===== src/rtl/core/sha1_message_hash_defines.svh =====
// Assertion macros shared by the SHA-1 hash RTL.
// Users must have i_clk and i_rst_n in scope.
`ifndef SHA1_MESSAGE_HASH_DEFINES_SVH
`define SHA1_MESSAGE_HASH_DEFINES_SVH

// Same-cycle implication, disabled during reset.
`define SHA1MH_ASSERT_NOW(lbl, ante, cons, msg) \
    lbl: assert property (@(posedge i_clk) disable iff (!i_rst_n) (ante) |-> (cons)) \
        else $error(msg);

// Next-cycle implication, disabled during reset.
`define SHA1MH_ASSERT_NEXT(lbl, ante, cons, msg) \
    lbl: assert property (@(posedge i_clk) disable iff (!i_rst_n) (ante) |=> (cons)) \
        else $error(msg);

`endif


===== src/rtl/core/sha1mh_pkg.sv =====
// Types, constants and helpers for the SHA-1 message hash.
// No dependencies.
package sha1mh_pkg;

    typedef logic [4:0][31:0] t_chain;

    typedef enum logic [2:0] {
        S_FILL,
        S_PAD,
        S_LEN,
        S_LOAD,
        S_RND,
        S_FIN,
        S_OUT
    } t_state;

    // Control from the sequencer to the round unit.
    typedef struct packed {
        logic       load;     // take a..e from chaining value
        logic       step;     // execute one round
        logic       use_mem;  // round word comes from block RAM
        logic [1:0] grp;      // round group, selects f and K
    } t_rnd_ctl;

    localparam t_chain IV_INIT = {32'hC3D2E1F0, 32'h10325476, 32'h98BADCFE,
                                  32'hEFCDAB89, 32'h67452301};

    localparam logic [7:0] PAD_BYTE = 8'h80;

    function automatic logic [31:0] f_k(input logic [1:0] grp);
        logic [31:0] k;
        case (grp)
            2'd0:    k = 32'h5A827999;
            2'd1:    k = 32'h6ED9EBA1;
            2'd2:    k = 32'h8F1BBCDC;
            default: k = 32'hCA62C1D6;
        endcase
        return k;
    endfunction

endpackage


===== src/rtl/core/sha1mh_ram.sv =====
// Generic simple dual-port RAM, one write and one registered read port.
// No dependencies.
module sha1mh_ram #(
    parameter int WIDTH = 32,
    parameter int DEPTH = 16
) (
    input  logic                     i_clk,
    input  logic                     i_we,
    input  logic [$clog2(DEPTH)-1:0] i_waddr,
    input  logic [WIDTH-1:0]         i_wdata,
    input  logic [$clog2(DEPTH)-1:0] i_raddr,
    output logic [WIDTH-1:0]         o_rdata
);

    logic [WIDTH-1:0] r_mem [DEPTH];
    logic [WIDTH-1:0] r_rdata;

    always_ff @(posedge i_clk) begin
        if (i_we) begin
            r_mem[i_waddr] <= i_wdata;
        end
        r_rdata <= r_mem[i_raddr];
    end

    assign o_rdata = r_rdata;

endmodule


===== src/rtl/core/sha1mh_round.sv =====
// SHA-1 round datapath: working variables a..e and the 16-word schedule window.
// Depends on sha1mh_pkg.
module sha1mh_round
    import sha1mh_pkg::*;
(
    input  logic        i_clk,
    input  t_rnd_ctl    i_ctl,
    input  t_chain      i_chain,
    input  logic [31:0] i_mem_word,
    output t_chain      o_abcde
);

    logic [31:0] r_a, r_b, r_c, r_d, r_e;
    logic [31:0] r_w [16];   // r_w[j] holds w[r-16+j]
    logic [31:0] w_cur;
    logic [31:0] w_mix;
    logic [31:0] f_val;
    logic [31:0] t_sum;

    assign w_mix = r_w[13] ^ r_w[8] ^ r_w[2] ^ r_w[0];
    assign w_cur = i_ctl.use_mem ? i_mem_word : {w_mix[30:0], w_mix[31]};

    always_comb begin
        case (i_ctl.grp)
            2'd0:    f_val = (r_b & r_c) | (~r_b & r_d);
            2'd2:    f_val = (r_b & r_c) | (r_b & r_d) | (r_c & r_d);
            default: f_val = r_b ^ r_c ^ r_d;
        endcase
    end

    assign t_sum = {r_a[26:0], r_a[31:27]} + f_val + r_e + f_k(i_ctl.grp) + w_cur;

    always_ff @(posedge i_clk) begin
        if (i_ctl.load) begin
            r_a <= i_chain[0];
            r_b <= i_chain[1];
            r_c <= i_chain[2];
            r_d <= i_chain[3];
            r_e <= i_chain[4];
        end else if (i_ctl.step) begin
            r_e <= r_d;
            r_d <= r_c;
            r_c <= {r_b[1:0], r_b[31:2]};
            r_b <= r_a;
            r_a <= t_sum;
            for (int j = 0; j < 15; j++) begin
                r_w[j] <= r_w[j+1];
            end
            r_w[15] <= w_cur;
        end
    end

    assign o_abcde = {r_e, r_d, r_c, r_b, r_a};

endmodule


===== src/rtl/core/sha1_message_hash.sv =====
// SHA-1 message hash top level: byte packing, padding, sequencing, digest output.
// Depends on sha1mh_pkg, sha1mh_ram, sha1mh_round, sha1_message_hash_defines.svh.
//
// Usage:
//   Input channel (i_valid / o_ready) takes one word per handshake: a message
//   byte, a byte-valid flag and a last flag. Byte-valid 0 with last 0 is a
//   no-op; byte-valid 0 with last 1 closes the message without adding a byte.
//   Output channel (o_valid / i_ready) returns five 32-bit digest words, H0
//   first, with the word index and a last flag on the fifth word.
//   Bytes are taken one per cycle while the input is open. Each completed
//   64-byte block stalls the input during its compression: a load step,
//   80 rounds at one per cycle and a chain add, done by the single round
//   unit fed from the single RAM read port.
//   After the last word, padding fills each padded block and writes 2 length
//   words, then one or two compressions run before the first digest word.
//   The output waits for i_ready; the input stays closed until all five words
//   are taken. Reset loads the initial chaining value and clears the length
//   and byte count; block RAM contents are not cleared.
`include "sha1_message_hash_defines.svh"

module sha1_message_hash
    import sha1mh_pkg::*;
(
    input  logic        i_clk,
    input  logic        i_rst_n,
    input  logic        i_valid,
    output logic        o_ready,
    input  logic [7:0]  i_msg_byte,
    input  logic        i_byte_valid,
    input  logic        i_msg_last,
    output logic        o_valid,
    input  logic        i_ready,
    output logic [31:0] o_digest_word,
    output logic [2:0]  o_word_index,
    output logic        o_digest_last
);

    t_state      r_state, n_state;
    logic [5:0]  r_fill, n_fill;
    logic [31:0] r_acc, n_acc;
    logic [63:0] r_bitlen, n_bitlen;
    logic        r_pad, n_pad;
    logic        r_last, n_last;
    logic        r_final, n_final;
    logic [6:0]  r_rnd, n_rnd;
    logic [2:0]  r_oidx, n_oidx;
    t_chain      r_chain, n_chain;

    logic        put_en;
    logic [7:0]  put_byte;
    logic [31:0] acc_put;
    logic        ram_we;
    logic [3:0]  ram_waddr;
    logic [31:0] ram_wdata;
    logic [3:0]  ram_raddr;
    logic [31:0] ram_rdata;
    t_rnd_ctl    rnd_ctl;
    t_chain      abcde;

    sha1mh_ram #(
        .WIDTH (32),
        .DEPTH (16)
    ) u_block_ram (
        .i_clk   (i_clk),
        .i_we    (ram_we),
        .i_waddr (ram_waddr),
        .i_wdata (ram_wdata),
        .i_raddr (ram_raddr),
        .o_rdata (ram_rdata)
    );

    sha1mh_round u_round (
        .i_clk      (i_clk),
        .i_ctl      (rnd_ctl),
        .i_chain    (r_chain),
        .i_mem_word (ram_rdata),
        .o_abcde    (abcde)
    );

    // Big-endian byte insert into the word accumulator.
    always_comb begin
        case (r_fill[1:0])
            2'd0:    acc_put = {put_byte, 24'd0};
            2'd1:    acc_put = r_acc | {8'd0, put_byte, 16'd0};
            2'd2:    acc_put = r_acc | {16'd0, put_byte, 8'd0};
            default: acc_put = r_acc | {24'd0, put_byte};
        endcase
    end

    always_ff @(posedge i_clk) begin
        if (!i_rst_n) begin
            r_state  <= S_FILL;
            r_fill   <= '0;
            r_bitlen <= '0;
            r_pad    <= 1'b0;
            r_last   <= 1'b0;
            r_final  <= 1'b0;
            r_rnd    <= '0;
            r_oidx   <= '0;
            r_chain  <= IV_INIT;
        end else begin
            r_state  <= n_state;
            r_fill   <= n_fill;
            r_bitlen <= n_bitlen;
            r_pad    <= n_pad;
            r_last   <= n_last;
            r_final  <= n_final;
            r_rnd    <= n_rnd;
            r_oidx   <= n_oidx;
            r_chain  <= n_chain;
        end
    end

    always_ff @(posedge i_clk) begin
        r_acc <= n_acc;
    end

    always_comb begin
        n_state  = r_state;
        n_fill   = r_fill;
        n_acc    = r_acc;
        n_bitlen = r_bitlen;
        n_pad    = r_pad;
        n_last   = r_last;
        n_final  = r_final;
        n_rnd    = r_rnd;
        n_oidx   = r_oidx;
        n_chain  = r_chain;
        o_ready  = 1'b0;
        o_valid  = 1'b0;
        put_en   = 1'b0;
        put_byte = 8'd0;
        ram_we   = 1'b0;
        ram_waddr = r_fill[5:2];
        ram_wdata = acc_put;
        ram_raddr = 4'd0;
        rnd_ctl  = '0;

        if (r_rnd < 7'd20) begin
            rnd_ctl.grp = 2'd0;
        end else if (r_rnd < 7'd40) begin
            rnd_ctl.grp = 2'd1;
        end else if (r_rnd < 7'd60) begin
            rnd_ctl.grp = 2'd2;
        end else begin
            rnd_ctl.grp = 2'd3;
        end

        unique case (r_state)
            S_FILL: begin
                o_ready = 1'b1;
                if (i_valid) begin
                    if (i_byte_valid) begin
                        put_en   = 1'b1;
                        put_byte = i_msg_byte;
                        n_bitlen = r_bitlen + 64'd8;
                    end
                    if (i_msg_last) begin
                        n_last = 1'b1;
                    end
                    if (i_byte_valid && r_fill == 6'd63) begin
                        n_final = 1'b0;
                        n_state = S_LOAD;
                    end else if (i_msg_last) begin
                        n_state = S_PAD;
                    end
                end
            end
            S_PAD: begin
                if (!r_pad) begin
                    put_en   = 1'b1;
                    put_byte = PAD_BYTE;
                    n_pad    = 1'b1;
                    if (r_fill == 6'd63) begin
                        n_state = S_LOAD;
                    end
                end else if (r_fill == 6'd56) begin
                    n_state = S_LEN;
                end else if (r_fill[1:0] == 2'd0) begin
                    // aligned: write a whole zero word
                    ram_we    = 1'b1;
                    ram_wdata = 32'd0;
                    n_fill    = r_fill + 6'd4;
                    if (r_fill == 6'd60) begin
                        n_state = S_LOAD;
                    end
                end else begin
                    put_en = 1'b1;
                    if (r_fill == 6'd63) begin
                        n_state = S_LOAD;
                    end
                end
            end
            S_LEN: begin
                ram_we = 1'b1;
                if (r_fill == 6'd56) begin
                    ram_waddr = 4'd14;
                    ram_wdata = r_bitlen[63:32];
                    n_fill    = 6'd60;
                end else begin
                    ram_waddr = 4'd15;
                    ram_wdata = r_bitlen[31:0];
                    n_fill    = 6'd0;
                    n_final   = 1'b1;
                    n_state   = S_LOAD;
                end
            end
            S_LOAD: begin
                rnd_ctl.load = 1'b1;
                ram_raddr    = 4'd0;
                n_rnd        = 7'd0;
                n_state      = S_RND;
            end
            S_RND: begin
                rnd_ctl.step    = 1'b1;
                rnd_ctl.use_mem = (r_rnd < 7'd16);
                ram_raddr       = r_rnd[3:0] + 4'd1;
                n_rnd           = r_rnd + 7'd1;
                if (r_rnd == 7'd79) begin
                    n_state = S_FIN;
                end
            end
            S_FIN: begin
                for (int i = 0; i < 5; i++) begin
                    n_chain[i] = r_chain[i] + abcde[i];
                end
                if (r_final) begin
                    n_oidx  = 3'd0;
                    n_state = S_OUT;
                end else if (r_last) begin
                    n_state = S_PAD;
                end else begin
                    n_state = S_FILL;
                end
            end
            S_OUT: begin
                o_valid = 1'b1;
                if (i_ready) begin
                    if (r_oidx == 3'd4) begin
                        n_chain  = IV_INIT;
                        n_bitlen = '0;
                        n_fill   = '0;
                        n_pad    = 1'b0;
                        n_last   = 1'b0;
                        n_final  = 1'b0;
                        n_state  = S_FILL;
                    end else begin
                        n_oidx = r_oidx + 3'd1;
                    end
                end
            end
            default: n_state = S_FILL;
        endcase

        if (put_en) begin
            n_acc  = acc_put;
            n_fill = r_fill + 6'd1;
            if (r_fill[1:0] == 2'd3) begin
                ram_we = 1'b1;
            end
        end
    end

    assign o_digest_word = r_chain[r_oidx];
    assign o_word_index  = r_oidx;
    assign o_digest_last = (r_oidx == 3'd4);

    `SHA1MH_ASSERT_NOW(a_no_write_in_compress, r_state == S_LOAD || r_state == S_RND,
        !ram_we, "block RAM written during compression")
    `SHA1MH_ASSERT_NEXT(a_rounds_end, r_state == S_RND && r_rnd == 7'd79,
        r_state == S_FIN, "round count did not end at 80")
    `SHA1MH_ASSERT_NOW(a_len_fill, r_state == S_LEN,
        r_fill == 6'd56 || r_fill == 6'd60, "length written at wrong fill")
    `SHA1MH_ASSERT_NEXT(a_msg_restart, o_valid && i_ready && o_digest_last,
        r_bitlen == 64'd0 && r_chain == IV_INIT && r_fill == 6'd0,
        "state not restored after digest")
    `SHA1MH_ASSERT_NOW(a_out_index, o_valid, r_oidx <= 3'd4 && !o_ready,
        "output index out of range or input open")

endmodule

===== config.mk =====
export PLATFORM = sky130hd
export DESIGN_NAME = sha1_message_hash
export DESIGN_NICKNAME = d
export VERILOG_FILES = /design/src/rtl/core/sha1mh_pkg.sv /design/src/rtl/core/sha1mh_ram.sv /design/src/rtl/core/sha1mh_round.sv /design/src/rtl/core/sha1_message_hash.sv
export VERILOG_INCLUDE_DIRS = /design/src /design/src/rtl/core
export SDC_FILE = /design/constraint.sdc
export NUM_CORES = 2
export LEC_CHECK = 0
export ABC_CLOCK_PERIOD_IN_PS = 18800
export BUFFER_PORTS_ARGS = -buffer_cell sky130_fd_sc_hd__buf_2
export CAP_MARGIN = 10
export CORE_MARGIN = 5
export CORE_UTILIZATION = 35
export DETAILED_ROUTE_END_ITERATION = 6
export GPL_TIMING_DRIVEN = 1
export PLACE_DENSITY = 0.52
export SLEW_MARGIN = 40
export SYNTH_ARGS = -nofsm -noshare
export SYNTH_HDL_FRONTEND = slang
export SYNTH_SLANG_ARGS = --single-unit

===== constraint.sdc =====
create_clock -name i_clk -period 18.8 [get_ports i_clk]
set_input_delay 3.76 -clock i_clk [delete_from_list [all_inputs] [get_ports i_clk]]
set_output_delay 3.76 -clock i_clk [all_outputs]
set_load 0.02 [all_outputs]

# Word level (Yosys, flattened, before mapping)

Memories as Yosys holds them, arrays and structs flattened. A register that Yosys moved wholly into a read port is not among the register bits.
Index checks and enable logic that the tools add are counted.

Add/sub/neg operators: 15
Order comparisons: 5
Equality and inequality tests: 33
Muxes and demuxes: 98
Bitwise logic cells: 16
Reductions and logical operators: 19

Operators by type and width:

| cell                  | count |
|---|---|
| $mux 32               | 16 |
| $mux 160              | 2 |
| $pmux 160 s2          | 1 |
| $add 32x32->32        | 9 |
| $mux 64               | 4 |
| $pmux 32 s3           | 2 |
| $xor 32x32->32        | 5 |
| $and 32x32->32        | 4 |
| $pmux 32 s2           | 2 |
| $pmux 64 s2           | 1 |
| $bmux 32 s3           | 1 |
| $or 32x32->32         | 3 |
| $add 64x4->64 const B | 1 |
| $mux 3                | 16 |
| $mux 6                | 7 |
| $not 32->32           | 1 |
| $or 32x16->32         | 1 |
| $or 32x24->32         | 1 |
| $or 32x8->32          | 1 |
| $mux 1                | 28 |
| $mux 8                | 3 |
| $pmux 3 s7            | 1 |
| $ne 2x2->1 const B    | 10 |
| $eq 6x6->1 const B    | 3 |
| 35 further kinds      | 63 |

Bits in registers: 438
RAM bits: 1024
Input port bits: 14
Output and inout bits: 38
Logic and storage cells: 207
Memories: 2

Memory list:

| name              | words | width | read ports | clocked after Yosys merged registers in | wr ports | RTL line           | RTL |
|---|---|---|---|---|---|---|---|
| u_block_ram.r_mem | 16    | 32    | 1          | 1                                       | 1        | sha1mh_ram.sv:15   | `logic [WIDTH-1:0] r_mem [DEPTH];` |
| u_round.r_w       | 16    | 32    | 16         | 0                                       | 16       | sha1mh_round.sv:14 | `logic [31:0] r_w [16];` |

# Logic depth before layout (Yosys ltp)

Depth in word-level cells: 12
Depth in mapped cells: 29
Mapped depth without buffers: 26

# Modules after synthesis

A second synthesis with hierarchy kept.

Cell total of the unflattened synthesis: 5257
Area, all modules: 68791.0 µm²

By module, submodules not included:

| module            | instances | cells each | area an instance (µm²) | seq. area each (µm²) |
|---|---|---|---|---|
| sha1mh_round      | 1         | 1971       | 28941.5                | 20179.4 |
| sha1_message_hash | 1         | 2448       | 20014.2                | 5825.6 |
| sha1mh_ram        | 1         | 838        | 19835.3                | 16015.4 |

# Worst setup path before layout

No wires, ideal clock.

Path kind: reg-to-reg
Start point: register r_state[1]
End point: register u_round.r_a[0], enable pin
Setup time: 804 ps
Data arrival time: 17919 ps
Data required time: 17996 ps
Setup slack: 77 ps
Cell stages (with the launch flop): 8
Path buffers: 2
Period minus slack after synthesis: 18723 ps
Cell sequence: dfxtp_1 -> clkbuf_1 -> nor2b_1 -> buf_2 -> nand2b_1 -> clkinv_1 -> nor2_1 -> inv_1

Cells in the longest elaborated chain, start to end: 3
Elaborated cells between the ends (all ways): 5
Classes of those cells: eq/ne (2); mux (2); reduce/logical (1)

RTL lines:

| item                                            | RTL line                 | RTL |
|---|---|---|
| from (decl)                                     | sha1_message_hash.sv:38  | `t_state r_state, n_state;` |
| from (signal assigned)                          | sha1_message_hash.sv:102 | `r_state <= n_state;` |
| $eq 3x3->1 / $eq 3x2->1 (equally long branches) | sha1_message_hash.sv:149 | `unique case (r_state)` |
| $mux 2 / $mux 1 (equally long branches)         | sha1_message_hash.sv:149 |  |
| $reduce_bool 2->1 (no line) *                   | n/a                      |  |
| to (signal assigned)                            | sha1mh_round.sv:35       | `r_a <= i_chain[0];` |
| to (signal assigned)                            | sha1mh_round.sv:45       | `r_a <= t_sum;` |
| to (decl)                                       | sha1mh_round.sv:13       | `logic [31:0] r_a, r_b, r_c, r_d, r_e;` |

Every way passes the cells marked *; elsewhere a longest branch is shown, timed or not.
A chain may end at the register's enable or synchronous reset.

# Final worst setup path

Start point: register r_state[2]
End point: register u_round.r_a[31] (data pin)

Cells in the longest elaborated chain, start to end: 6
Elaborated cells between the ends (all ways): 8
Classes of those cells: add/sub (1); eq/ne (2); mux (5)

RTL lines:

| item                 | RTL line                 | RTL |
|---|---|---|
| $eq 3x3->1           | sha1_message_hash.sv:149 |  |
| $mux 2               | sha1_message_hash.sv:149 |  |
| $mux 32              | sha1mh_round.sv:21       | `assign w_cur = i_ctl.use_mem ? i_mem_word : {w_mix[30:0], w_mix[31]};` |
| net u_round.w_cur[1] | sha1mh_round.sv:15       | `logic [31:0] w_cur;` |
| $add 32x32->32       | sha1mh_round.sv:31       | `assign t_sum = {r_a[26:0], r_a[31:27]} + f_val + r_e + f_k(i_ctl.grp) + w_cur;` |
| $mux 32              | sha1mh_round.sv:40       | `end else if (i_ctl.step) begin` |
| $mux 32              | sha1mh_round.sv:34       | `if (i_ctl.load) begin` |

The timed path passes the listed nets, and every way through them passes these cells. The select of a mux whose other input is x is not followed.

==> results.ini <==
[routing]
vias_per_cell = 5.240
dr.pass1.iters = 5
ant_nets = 0
drt_iter0_drc = 3889
vias = 44330
drt_drc_violations_left = 0
wl_mm = 192.6
wl_per_cell_um = 22.77

[global_route]
grt-ovfl-total = 0
grt_pass1_vias = 43040
grt_max_degree = 117
grt_pass1_wl_mm = 284.8
antenna_found_initial = 10
grt_usage_pct = 17.97

[sta]
hold_viol_final = 0
setup_slack_ps = 10650
slew_violations = 0
hold-worst-slack_ps = 408.7
fin_crit_ps = 8152
setup_tns_ps = 0
slew_headroom_pct = 42.60
fmax_ghz = 0.1227
finalClockSkew_ps = 44.59
setup_viol = 0
worst_pin_slew_ps = 861.0
grt_setup_unrepaired = no
period_share_pct = 43.36

[cts]
cts_hold_buf = 0
cts_sinks = 1491
cts_buffer_depth = 3
cts_tree = built
path_clk_slew_ps = 60
post_cts_buffers = 0
ctsResizeCount = 0
clock_latency_ps = 810
htreeDepth = 4
numCtsBuffers = 162
cts_root_buffer = clkbuf_16

[synth]
synth_top_area_share_pct = 52.48
syn_inst = 5612
yosys_warnings = 0
ys_seq_elements = 1491
synth_async_sr_flop_share_pct = 0
syn_avg_cell_area_um2 = 12.40
syn_nets = 5958
ys_seq_area_share_pct = 60.39
synth_edf_count = 1216
yosys-top-cells-area = edfxtp_1, dfxtp_1, nand2_1
syn_area_um2 = 69590
synth_ff_type = edfxtp_1
synth_cell_types = 94
synth_top_cell_by_area = edfxtp_1

[layout]
stdcell_count = 8460
final_common_cell = edfxtp_1
post-route-util_pct = 39.87
multiInputGateArea_um2 = 25870
final_cell_area_um2 = 78790
fin_nets = 6031
layout-drive-gt1-share_pct = 9.782
area_growth_pct = 13.23
regArea_um2 = 42030
final_cell_mix = edfxtp_1, nand2_1, nor2_1
num-fill-cells = 18630

[worst_setup_path]
cp.required_ps = 19300
worstPathArrival_ps = 8650
critPathCaptureType = flip-flop
crit_fanout = 64
start_kind = flip-flop
worstSetupPathType = flip-flop to flip-flop

[die]
ios = 52
die_height_um = 455.9
die-area_um2 = 207800
dieWidth_um = 455.9
fp-row-count = 163
start_util_pct = 35.21
fp.coreArea_um2 = 197600

[power_and_ir_drop]
leakagePower_nw = 27.75
ir_worst_vdd_mv = 0.07635
power_mw = 7.052
powerDensity_nw_per_um2 = 89.51

[place]
routabilityCongestion = 0.8625
dpl.hpwl_mm = 127.8
dp.cells = 8159
port_buffers = 51
dpl-instance-area_um2 = 73370
pre_cts_slack_ps = 10750

[run]
cap_violations = 0

[hold_path]
hold_path_class = flip-flop to flip-flop

[status]
outcome = complete, no violations

## logic make-up after synthesis
logic type               after synthesis  synth area share [%]
AND/OR/NAND/NOR                     1529                 9.816
flip-flops                          1491                 60.39
AO/OA/AOI/OAI                       1188                 10.98
buffers and inverters                519                 2.857
adder cells (fa/ha/maj)              332                 7.318
XOR/XNOR                             293                 3.688
multiplexers                         260                 4.950
## worst max-delay path, cell delays in order, from the launching register on
cell	delay (ps)
dfxtp_1	610
nor2b_1	700
nand2b_1	500
or4_2	660
buf_4	330
nor2_1	200
a21oi_1	70
inv_1	110
fa_1	420
fa_1	510
fa_1	410
inv_1	60
ha_1	150
inv_1	60
fa_1	460
nor2b_1	150
o31a_1	220
o2111ai_1	280
a211oi_1	530
nor4b_1	120
nor3_1	610
a21oi_1	210
a31oi_1	250
or3_1	130
a31oi_1	70
## metal layers
layer	wire length, µm	up-vias	GRT usage, %	share of wire [%]
met5	11	-	0	0.0057
met4	3772	2	4.233	2.0
met3	9465	241	2.494	4.9
met2	91560	1121	29.68	48
met1	87780	22270	25.15	46
li1	-	20700	-	-
## registers in the layout, summed over array words and instances, names as in the netlist, 6 cells and up
name and flops:
r_acc 32, r_bitlen 61, r_chain 160, r_fill 6, r_rnd 7, u_block_ram.o_rdata 32, u_block_ram.r_mem 512, u_round.r_a 32
u_round.r_b 32, u_round.r_c 32, u_round.r_d 32, u_round.r_e 32, u_round.r_w 512
## final timing paths
check             depth (start not counted)  slack (ps)                  to                from
hold / removal                            0         410  u_round.r_w[4][12]  u_round.r_w[4][44]
setup reg to reg                         24       10650     u_round.r_a[31]          r_state[2]
hold reg to reg                           0         410  u_round.r_w[4][12]  u_round.r_w[4][44]
setup / recovery                         24       10650     u_round.r_a[31]          r_state[2]
## layout make-up
class | instances | share of cell area [%]
Antenna cell | 3 | 0.009528
Clock buffer | 242 | 5.818
Sequential cell | 1491 | 53.34
Tap cell | 2640 | 4.192
Timing Repair Buffer | 152 | 1.494
Multi-Input combinational cell | 3602 | 32.83
Inverter | 276 | 1.331
Clock inverter | 54 | 0.9893
## Yosys cell counts (126+ instances only)
library cell,n
edfxtp_1,1216
nand2_1,789
nor2_1,311
a21oi_1,285
o21ai_0,285
dfxtp_1,275
inv_1,274
ha_1,207
clkbuf_1,205
xnor2_1,190
mux2i_1,163
a211oi_1,126
## where the power goes
part	switching, mW	internal, mW	total, mW	leakage, nW
registers	0.0156	3.61	3.63	13.3
logic	0.177	0.0703	0.248	11.9
clock network	1.36	1.82	3.18	2.59
total	1.55	5.50	7.05	27.8
No activity file was read; power rests on OpenSTA's default activity.
